### src/rtl/dsfa_pkg.sv
package dsfa_pkg;

  // Longest legal frame, checksum byte included.
  localparam int unsigned MAX_FRAME_BYTES = 16;

  localparam int unsigned CountW = 8;
  localparam int unsigned SumW   = 7;
  localparam int unsigned ValueW = 14;
  localparam int unsigned TotalW = 32;

  localparam logic [CountW-1:0] CountMax     = 8'hff;
  localparam logic [CountW-1:0] SampleFrameN = 8'd3;   // bytes before the checksum
  localparam logic [CountW-1:0] HighByteIdx  = 8'd1;
  localparam logic [CountW-1:0] LowByteIdx   = 8'd2;

  // Frame length limits, derived from MAX_FRAME_BYTES
  localparam logic [CountW:0] MaxFrameLen = (CountW + 1)'(MAX_FRAME_BYTES);

  // Configuration register indexes
  localparam logic CfgTimeout  = 1'b0;
  localparam logic CfgSelfTest = 1'b1;

  localparam logic [7:0] TimeoutReset  = 8'd100;
  localparam logic [7:0] SelfTestReset = 8'd3;

  // Request kinds
  localparam logic CmdByte = 1'b0;
  localparam logic CmdTick = 1'b1;

  // Result status codes
  localparam logic [1:0] StatNone     = 2'd0;
  localparam logic [1:0] StatSample   = 2'd1;
  localparam logic [1:0] StatValid    = 2'd2;
  localparam logic [1:0] StatMismatch = 2'd3;

endpackage

### src/rtl/dust_sensor_frame_accumulator.sv
// Dust sensor frame accumulator. Each request is either one received sensor
// byte (command 0, last_byte marks the checksum byte that closes a frame) or
// a 100 ms tick (command 1, with power_on and self_test sampled). Every
// request yields exactly one result: a frame status plus the current dust
// sample, sample total, sample count and sensor error flag. A frame is valid
// when its checksum byte equals the low 7 bits of the sum of the bytes before
// it and it is no longer than MAX_FRAME_BYTES; a valid 4-byte frame adds its
// 14-bit value to the 32-bit total unless that would overflow or 255 samples
// are already in. One request is taken per clock while the result slot is empty
// or being drained: all state updates are a single add-and-compare level between
// the input handshake and the result register, and a new request is taken in the
// same cycle a pending result is taken. Write timeout_ticks (index 0) and
// self_test_ticks (index 1) only while no result is pending.
module dust_sensor_frame_accumulator
  import dsfa_pkg::*;
(
  input  logic              clk_i,
  input  logic              rst_ni,

  input  logic              cfg_we_i,
  input  logic              cfg_idx_i,
  input  logic [7:0]        cfg_data_i,

  input  logic              in_valid_i,
  output logic              in_ready_o,
  input  logic              command_i,
  input  logic [7:0]        data_byte_i,
  input  logic              last_byte_i,
  input  logic              power_on_i,
  input  logic              self_test_i,

  output logic              out_valid_o,
  input  logic              out_ready_i,
  output logic [1:0]        frame_status_o,
  output logic [ValueW-1:0] sample_value_o,
  output logic [TotalW-1:0] sample_sum_o,
  output logic [7:0]        sample_count_o,
  output logic              sensor_error_o
);

  // Configuration
  logic [7:0] timeout_q, self_test_lim_q;

  // Frame state
  logic [SumW-1:0]   run_sum_q, run_sum_d;
  logic [CountW-1:0] frame_cnt_q, frame_cnt_d;
  logic [6:0]        high_q, high_d, low_q, low_d;
  logic              overlong_q, overlong_d;

  // Accumulator and silence state
  logic [ValueW-1:0] value_q, value_d;
  logic [TotalW-1:0] total_q, total_d;
  logic [7:0]        samples_q, samples_d;
  logic [7:0]        silence_q, silence_d;
  logic              error_q, error_d;

  // Result register
  logic              out_valid_q;
  logic [1:0]        status_q, status_d;

  logic              accept;
  logic [ValueW-1:0] frame_value;
  logic [TotalW:0]   total_sum;
  logic [7:0]        silence_base;
  logic              frame_bad;

  // Take a new request whenever the result slot is empty or being drained.
  assign in_ready_o = !out_valid_q || out_ready_i;
  assign accept     = in_valid_i && in_ready_o;

  assign frame_value = {high_q, low_q};
  assign total_sum   = {1'b0, total_q} + {{(TotalW + 1 - ValueW){1'b0}}, frame_value};
  assign silence_base = (!power_on_i && !self_test_i) ? 8'd0 : silence_q;

  // Overlong, high bit set in checksum, or checksum mismatch
  assign frame_bad = overlong_q ||
                     (({1'b0, frame_cnt_q} + 9'd1) > MaxFrameLen) ||
                     data_byte_i[7] ||
                     (data_byte_i[SumW-1:0] != run_sum_q);

  always_comb begin
    run_sum_d   = run_sum_q;
    frame_cnt_d = frame_cnt_q;
    high_d      = high_q;
    low_d       = low_q;
    overlong_d  = overlong_q;
    value_d     = value_q;
    total_d     = total_q;
    samples_d   = samples_q;
    silence_d   = silence_q;
    error_d     = error_q;
    status_d    = StatNone;

    if (command_i == CmdTick) begin
      // Clear when the device is off and not testing, then advance saturating.
      silence_d = (silence_base != CountMax) ? silence_base + 8'd1 : silence_base;
      error_d   = (silence_d >= timeout_q) ||
                  (self_test_i && (silence_d >= self_test_lim_q));
    end else if (last_byte_i) begin
      if (frame_bad) begin
        status_d = StatMismatch;
      end else begin
        silence_d = '0;
        status_d  = StatValid;
        if ((frame_cnt_q == SampleFrameN) && !total_sum[TotalW] &&
            (samples_q != CountMax)) begin
          total_d   = total_sum[TotalW-1:0];
          samples_d = samples_q + 8'd1;
          value_d   = frame_value;
          status_d  = StatSample;
        end
      end
      // Drop the frame state at every frame end.
      run_sum_d   = '0;
      frame_cnt_d = '0;
      high_d      = '0;
      low_d       = '0;
      overlong_d  = 1'b0;
    end else begin
      if (frame_cnt_q == HighByteIdx) begin
        high_d = data_byte_i[6:0];
      end else if (frame_cnt_q == LowByteIdx) begin
        low_d = data_byte_i[6:0];
      end
      run_sum_d = run_sum_q + data_byte_i[SumW-1:0];
      if (({1'b0, frame_cnt_q} + 9'd2) > MaxFrameLen) begin
        overlong_d = 1'b1;
      end
      if (frame_cnt_q != CountMax) begin
        frame_cnt_d = frame_cnt_q + 8'd1;
      end
    end
  end

  always_ff @(posedge clk_i or negedge rst_ni) begin
    if (!rst_ni) begin
      timeout_q       <= TimeoutReset;
      self_test_lim_q <= SelfTestReset;
    end else if (cfg_we_i) begin
      case (cfg_idx_i)
        CfgTimeout:  timeout_q       <= cfg_data_i;
        CfgSelfTest: self_test_lim_q <= cfg_data_i;
        default:     timeout_q       <= timeout_q;
      endcase
    end
  end

  always_ff @(posedge clk_i or negedge rst_ni) begin
    if (!rst_ni) begin
      run_sum_q   <= '0;
      frame_cnt_q <= '0;
      high_q      <= '0;
      low_q       <= '0;
      overlong_q  <= 1'b0;
      value_q     <= '0;
      total_q     <= '0;
      samples_q   <= '0;
      silence_q   <= '0;
      error_q     <= 1'b0;
    end else if (accept) begin
      run_sum_q   <= run_sum_d;
      frame_cnt_q <= frame_cnt_d;
      high_q      <= high_d;
      low_q       <= low_d;
      overlong_q  <= overlong_d;
      value_q     <= value_d;
      total_q     <= total_d;
      samples_q   <= samples_d;
      silence_q   <= silence_d;
      error_q     <= error_d;
    end
  end

  // Hold the result until taken; state only moves on accept, so the
  // accumulator outputs stay stable while a result is stalled.
  always_ff @(posedge clk_i or negedge rst_ni) begin
    if (!rst_ni) begin
      out_valid_q <= 1'b0;
    end else if (in_ready_o) begin
      out_valid_q <= in_valid_i;
    end
  end

  always_ff @(posedge clk_i) begin
    if (accept) begin
      status_q <= status_d;
    end
  end

  assign out_valid_o    = out_valid_q;
  assign frame_status_o = status_q;
  assign sample_value_o = value_q;
  assign sample_sum_o   = total_q;
  assign sample_count_o = samples_q;
  assign sensor_error_o = error_q;

endmodule

### config.mk
export PLATFORM = sky130hd
export DESIGN_NAME = dust_sensor_frame_accumulator
export DESIGN_NICKNAME = d
export VERILOG_FILES = /design/src/rtl/dsfa_pkg.sv /design/src/rtl/dust_sensor_frame_accumulator.sv
export SDC_FILE = /design/constraint.sdc
export NUM_CORES = 1
export LEC_CHECK = 0
export BUFFER_PORTS_ARGS = -buffer_cell sky130_fd_sc_hd__buf_2
export CAP_MARGIN = 20
export CORE_UTILIZATION = 53
export DETAILED_ROUTE_END_ITERATION = 10
export PLACE_DENSITY = 0.77
export SYNTH_ARGS = -nofsm -noshare
export SYNTH_HDL_FRONTEND = slang
export SYNTH_SLANG_ARGS = --single-unit
### constraint.sdc
create_clock -name clk_i -period 2.77 [get_ports clk_i]
set_input_delay 0.277 -clock clk_i [delete_from_list [all_inputs] [get_ports clk_i]]
set_output_delay 0.277 -clock clk_i [all_outputs]
set_load 0.05 [all_outputs]
Word level (Yosys, flattened, before mapping)

Cells that the tools add are included.

Register bits: 112
Output and inout bits: 59
Logic and storage cells: 85
Input port bits: 26

Reduce and logical (&&, ||, !) cells: 30
Equality and inequality tests: 9
Bitwise logic cells: 4
Add/sub/neg operators: 7
Muxes and demuxes: 17
Magnitude comparators: 4

Operator list:

| cell                | count |
|---|---|
| $mux 8              | 7 |
| $mux 7              | 6 |
| $add 32x14->33      | 1 |
| $add 8x1->8 const B | 3 |
| $ne 8x8->1 const B  | 3 |
| $gt 9x5->1 const B  | 2 |
| $eq 8x2->1 const B  | 2 |
| $ge 8x8->1          | 2 |
| $reduce_and 3->1    | 4 |
| $reduce_bool 2->1   | 5 |
| $add 8x1->9 const B | 1 |
| $add 8x2->9 const B | 1 |
| $eq 8x1->1 const B  | 1 |
| $reduce_and 2->1    | 4 |
| $add 7x7->7         | 1 |
| $ne 7x7->1          | 1 |
| $logic_and 1x1->1   | 5 |
| $logic_or 1x1->1    | 5 |
| $reduce_and 5->1    | 1 |
| $logic_not 1->1     | 4 |
| $mux 2              | 2 |
| $ne 2x2->1 const B  | 2 |
| $not 1->1           | 4 |
| $reduce_and 4->1    | 1 |
| 2 further kinds     | 3 |

Depth between registers and ports, before layout

Depth after elaboration: 8
Mapped depth: 14
Gate-level depth less buffers: 13

Worst setup path before layout

OpenSTA, ideal clock, no wires.

Path type: reg2reg
From: reg total_q[0], in the netlist sample_sum_o[0]
To: reg value_q[10], in the netlist sample_value_o[10]
Period minus slack after synthesis: 2,985 ps
Data required time: 2,645 ps
Buffers on the path: 2
Setup slack: -215 ps
Arrival time: 2,860 ps
Setup time: 125 ps
Cell stages (with the launch flop): 11
Cells stage by stage: dfrtp_1 -> ha_1 -> fa_1 -> a211oi_1 -> o21ai_0 -> o21ai_2 -> a311oi_4 -> or2_1 -> buf_6 -> buf_12 -> mux2_4

Word-level cells in the longest chain between the ends: 5

Ends and longest elaborated chain:

| element                           | line                                 | RTL |
|---|---|---|
| from (decl)                       | dust_sensor_frame_accumulator.sv:52  | `logic [TotalW-1:0] total_q, total_d;` |
| from (signal assigned)            | dust_sensor_frame_accumulator.sv:167 | `total_q <= total_d;` |
| $add 32x14->33                    | dust_sensor_frame_accumulator.sv:72  | `assign total_sum = {1'b0, total_q} + {{(TotalW + 1 - ValueW){1'b0}}, frame_value};` |
| $logic_not 1->1                   | dust_sensor_frame_accumulator.sv:105 | `if ((frame_cnt_q == SampleFrameN) && !total_sum[TotalW] &&` |
| $logic_and 1x1->1 (2 in a row)    | dust_sensor_frame_accumulator.sv:105 |  |
| $reduce_and 5->1 (no source line) | --                                   |  |
| to (signal assigned)              | dust_sensor_frame_accumulator.sv:166 | `value_q <= value_d;` |
| to (decl)                         | dust_sensor_frame_accumulator.sv:51  | `logic [ValueW-1:0] value_q, value_d;` |

No other way between the ends.
A chain may end at the register's enable or synchronous reset.

Final worst setup path

From: reg silence_q[1]
To: reg error_q, in the netlist sensor_error_o

Word-level cells in the longest chain between the ends: 6
Elaborated cells between the ends (all ways): 8
Classes of those cells: add/sub (1); order compare (2); eq/ne (1); mux (2); reduce/logical (2)

Ends and longest elaborated chain:

| element                                          | line                                 | RTL |
|---|---|---|
| from (decl)                                      | dust_sensor_frame_accumulator.sv:54  | `logic [7:0] silence_q, silence_d;` |
| from (signal assigned)                           | dust_sensor_frame_accumulator.sv:169 | `silence_q <= silence_d;` |
| $mux 8 *                                         | dust_sensor_frame_accumulator.sv:73  | `assign silence_base = (!power_on_i && !self_test_i) ? 8'd0 : silence_q;` |
| $add 8x1->8 / $ne 8x8->1 (equally long branches) | dust_sensor_frame_accumulator.sv:96  | `silence_d = (silence_base != CountMax) ? silence_base + 8'd1 : silence_base;` |
| $mux 8 *                                         | dust_sensor_frame_accumulator.sv:96  |  |
| $ge 8x8->1                                       | dust_sensor_frame_accumulator.sv:98  | `(self_test_i && (silence_d >= self_test_lim_q));` |
| $logic_and 1x1->1                                | dust_sensor_frame_accumulator.sv:98  |  |
| $logic_or 1x1->1 *                               | dust_sensor_frame_accumulator.sv:97  | `error_d = (silence_d >= timeout_q) \|\|` |
| to (signal assigned)                             | dust_sensor_frame_accumulator.sv:170 | `error_q <= error_d;` |
| to (decl)                                        | dust_sensor_frame_accumulator.sv:55  | `logic error_q, error_d;` |

Mark *: on every way between the ends. The rest lies on a longest branch, timed or not.

==> results.json <==
{
  "vias": 5316,
  "n_antenna_cell": 0,
  "finalCritPeriodShare": 0.9972,
  "drive_gt1_frac": 0.3197,
  "wl_microns": 15720,
  "fmax_ghz": 0.3620,
  "crit_chain": "o21a_1 -> ha_2 -> nand2_2 -> or4b_4 -> nand4_1 -> xor2_1 -> nor2_2 -> ha_1 -> a21oi_1 -> o22ai_1 -> nor4_1 -> o22ai_1",
  "io_buffer_count": 84,
  "synthesis.area_sq_um": 6611,
  "crit_required_ns": 3.02,
  "drv_cap": 0,
  "place.gp.congestion": 0.9246,
  "num_rows": 40,
  "hold_path.class": "in2reg",
  "grt_util_all_layers": 0.2508,
  "r2r-start": "silence_q[1]$_DFFE_PN0P_",
  "cpMaxStageDelayCell": "or4b_4",
  "drtAntennaViolNets": 0,
  "placed_cells": 881,
  "reg2reg_slack_ns": 0.008,
  "swShare": 0.2910,
  "die_area_sq_um": 12930,
  "leakagePower_nw": 3.977,
  "rsz0062_at_grt": "yes",
  "crit_type": "reg2reg",
  "hold_path_depth": 3,
  "worstPathMaxFanout": 4,
  "switchingPower_mw": 1.253,
  "fin_total_pwr_mw": 4.306,
  "final_cell_count_no_fill": 903,
  "area_delta_synth_final_pct": 18.53,
  "viasPerCell": 5.887,
  "grt_max_degree": 67,
  "first_pass_iters": 5,
  "antenna_found_initial": 0,
  "cp.arrival_ns": 3.01,
  "io_pins": 85,
  "ys_async_sr_fraction": 0.9821,
  "synthDistinctLibCells": 70,
  "fin_util": 0.6497,
  "die_x_microns": 113.7,
  "synth-main-ff-cell": "dfrtp_1",
  "synth_edf_count": 2,
  "nNetsFinal": 801,
  "min_from": "cfg_data_i[3]",
  "htree_num_levels": 3,
  "cts_inserted_buffers": 9,
  "holdPathEnd": "timeout_q[3]$_DFFE_PN0P_",
  "wl_per_cell_microns": 17.41,
  "grt_pass1_vias": 5268,
  "drtIter0Drc": 308,
  "core_area_sq_um": 12060,
  "p_int_mw": 3.053,
  "drc": 0,
  "cp_slowest_stage_delay_ns": 0.59,
  "endpoint_kind": "register",
  "die_h_microns": 113.7,
  "syn-instance-count": 622,
  "syn_nets": 693,
  "reg2regPathDepth": 12,
  "r2r-end": "sensor_error_o$_DFFE_PN0P_",
  "finalHoldViolCount": 0,
  "yosys_warnings": 0,
  "period_minus_slack_ns": 2.762,
  "critPathLaunchType": "register",
  "grt_remaining_overflow": 0,
  "finClkSkew_ns": 0.01167,
  "clockRootBuffer": "clkbuf_16",
  "fin_setup_tns_ns": 0,
  "pwr-share-clk": 0.325,
  "clock_latency_ns": 0.37,
  "seqPwrFrac": 0.446,
  "setup_viol": 0,
  "grt_pass1_wl_microns": 25330,
  "slew_viol_final": 0,
  "hpwl_microns": 11270,
  "cts_sinks": 112,
  "syn_area_per_cell_sq_um": 10.63,
  "ys_seq_area_frac": 0.4264,
  "initial_core_util": 0.5481,
  "synth.ff_latch_count": 112,
  "irDropWorstVdd_mv": 0.3747,
  "max-clock-path-buffers": 2,
  "worstMarginPinSlew_ns": 0.6143,
  "crit_path_start": "silence_q[1]$_DFFE_PN0P_",
  "p_per_area_nw_per_um2": 549.5,
  "cts_tree": "built",
  "cp_common_cell": "o22ai_1",
  "relSlewSlack": 0.5861,
  "cts.clk_slew.worst_paths_ns": 0.08,
  "status": "completed",
  "combPwrFrac": 0.229
}
## repair_timing
action / CTS / global route
hold endpoints to repair: 39 / 0
hold buffers: 1 / 0
buffers inserted: 1 / 4
pin swaps: 12 / 12
endpoints found under the setup margin: 1 / 32
gates resized for setup: 12 / 11
## placed cells by master, fill, tap and decap left out, types with 4 or more instances in the layout
| cell type | synthesis | layout |
|---|---|---|
| a21o_1 | 12 | 12 |
| a21oi_1 | 26 | 25 |
| a22o_1 | 9 | 9 |
| a31oi_1 | 6 | 6 |
| and2_1 | 4 | 4 |
| and3_1 | 5 | 5 |
| buf_2 | 2 | 83 |
| buf_4 | 3 | 34 |
| clkbuf_16 | 0 | 9 |
| clkbuf_8 | 0 | 4 |
| dfrtp_1 | 105 | 104 |
| dfstp_2 | 5 | 5 |
| ha_1 | 43 | 38 |
| inv_1 | 26 | 26 |
| mux2_2 | 43 | 43 |
| mux2_4 | 7 | 7 |
| nand2_1 | 49 | 46 |
| nand2b_1 | 8 | 5 |
| nand3_1 | 20 | 20 |
| nand3b_1 | 4 | 4 |
| nand4_1 | 8 | 8 |
| nor2_1 | 20 | 19 |
| nor2b_1 | 12 | 12 |
| nor3_1 | 13 | 13 |
| nor4_1 | 11 | 11 |
| nor4_2 | 6 | 6 |
| o21a_1 | 7 | 7 |
| o21ai_0 | 36 | 33 |
| o21ai_1 | 2 | 4 |
| o21bai_1 | 4 | 4 |
| o31ai_1 | 4 | 4 |
| xnor2_1 | 16 | 14 |
| xor2_1 | 29 | 28 |
## sequential cells by signal, summed over array words and instances, names as in the netlist
name / cells
self_test_lim_q: 8
frame_cnt_q: 8
low_q: 7
sample_sum_o: 32
frame_status_o: 2
silence_q: 8
high_q: 7
sample_count_o: 8
timeout_q: 8
overlong_q: 1
sample_value_o: 14
out_valid_o: 1
run_sum_q: 7
sensor_error_o: 1
## per-layer routing
layer  wire length [microns]  GRT usage
met1                    6669     0.3130
met3                     814    0.05101
met5                       0          0
met2                    7773     0.4240
met4                     465     0.1061
## per-stage QoR
step | worst slack, ns | cell area, sq um | hold slack (ns)
CTS | -0.002387 | 7741 | 0.1277
floorplan | 0.004594 | 6624 | -0.01859
global route | -0.1003 | 7836 | 0.1415
detailed placement | -0.1691 | 7357 | 0.3257
finish | 0.007889 | 7836 | 0.1365
global placement | -0.04494 | 7357 | 0.3134
## worst max-delay path: cells and delay by family (launching register included)
family          cells  cell delay [ns]
simple gates        5             1.08
compound gates      4             0.51
fa+ha+maj           2             0.50
flops               1             0.35
xor+xnor            1             0.20
## power by group through the flow
| stage | registers (mW) | logic, mW | clock network, mW |
|---|---|---|---|
| after global routing | 1.94 | 1.08 | 1.48 |
| after detailed placement | 1.95 | 0.875 | 0 |
| final | 1.92 | 0.985 | 1.40 |
| after floorplan | 1.93 | 0.592 | 0 |
| after CTS | 1.91 | 0.923 | 1.42 |
| after global placement | 1.94 | 0.824 | 0 |
## final cells by class
| type | instances | area (sq um) |
|---|---|---|
| fill | 899 | 4225 |
| multi-input combinational | 460 | 3657 |
| sequential | 112 | 2820 |
| timing repair buffer | 121 | 732.0 |
| clock buffer | 14 | 284.0 |
| tap | 168 | 210.2 |
| inverter | 26 | 97.59 |
| clock inverter | 2 | 35.03 |
## cells in the mapped netlist, drive strengths merged, types with 6 or more instances
cell type,n,share of area
a21o,13,0.015
a21oi,26,0.020
a22o,9,0.012
a31oi,6,0.0057
and2,6,0.0061
buf,11,0.016
clkbuf,13,0.0074
dfrtp,105,0.40
ha,43,0.081
inv,26,0.015
mux2,50,0.089
nand2,49,0.028
nand2b,8,0.0076
nand3,20,0.015
nand4,8,0.0076
nor2,21,0.013
nor2b,12,0.011
nor3,13,0.0098
nor4,18,0.025
o21a,7,0.0079
o21ai,39,0.030
xnor2,16,0.021
xor2,29,0.038
## logic make-up after synthesis
group | after synthesis | synth area share
and+or+nand+nor | 183 | 0.1588
muxes | 52 | 0.09216
adders and majority gates | 45 | 0.08743
buffers and inverters | 50 | 0.03861
DFF | 112 | 0.4264
AOI/OAI and AO/OA | 135 | 0.1370
xor gates and xnor gates | 45 | 0.05961
## worst max path at each step
stage,end,slack (ns),depth (start not counted)
2_1_floorplan,sensor_error_o$_DFFE_PN0P_,0.005,14
3_3_place_gp,sensor_error_o$_DFFE_PN0P_,-0.04,14
3_5_place_dp,sensor_error_o$_DFFE_PN0P_,-0.17,14
4_1_cts,sensor_error_o$_DFFE_PN0P_,-0.002,13
5_1_grt,sensor_error_o$_DFFE_PN0P_,-0.10,12
6_report,sensor_error_o$_DFFE_PN0P_,0.008,12
No activity file was read; power rests on OpenSTA's default activity.
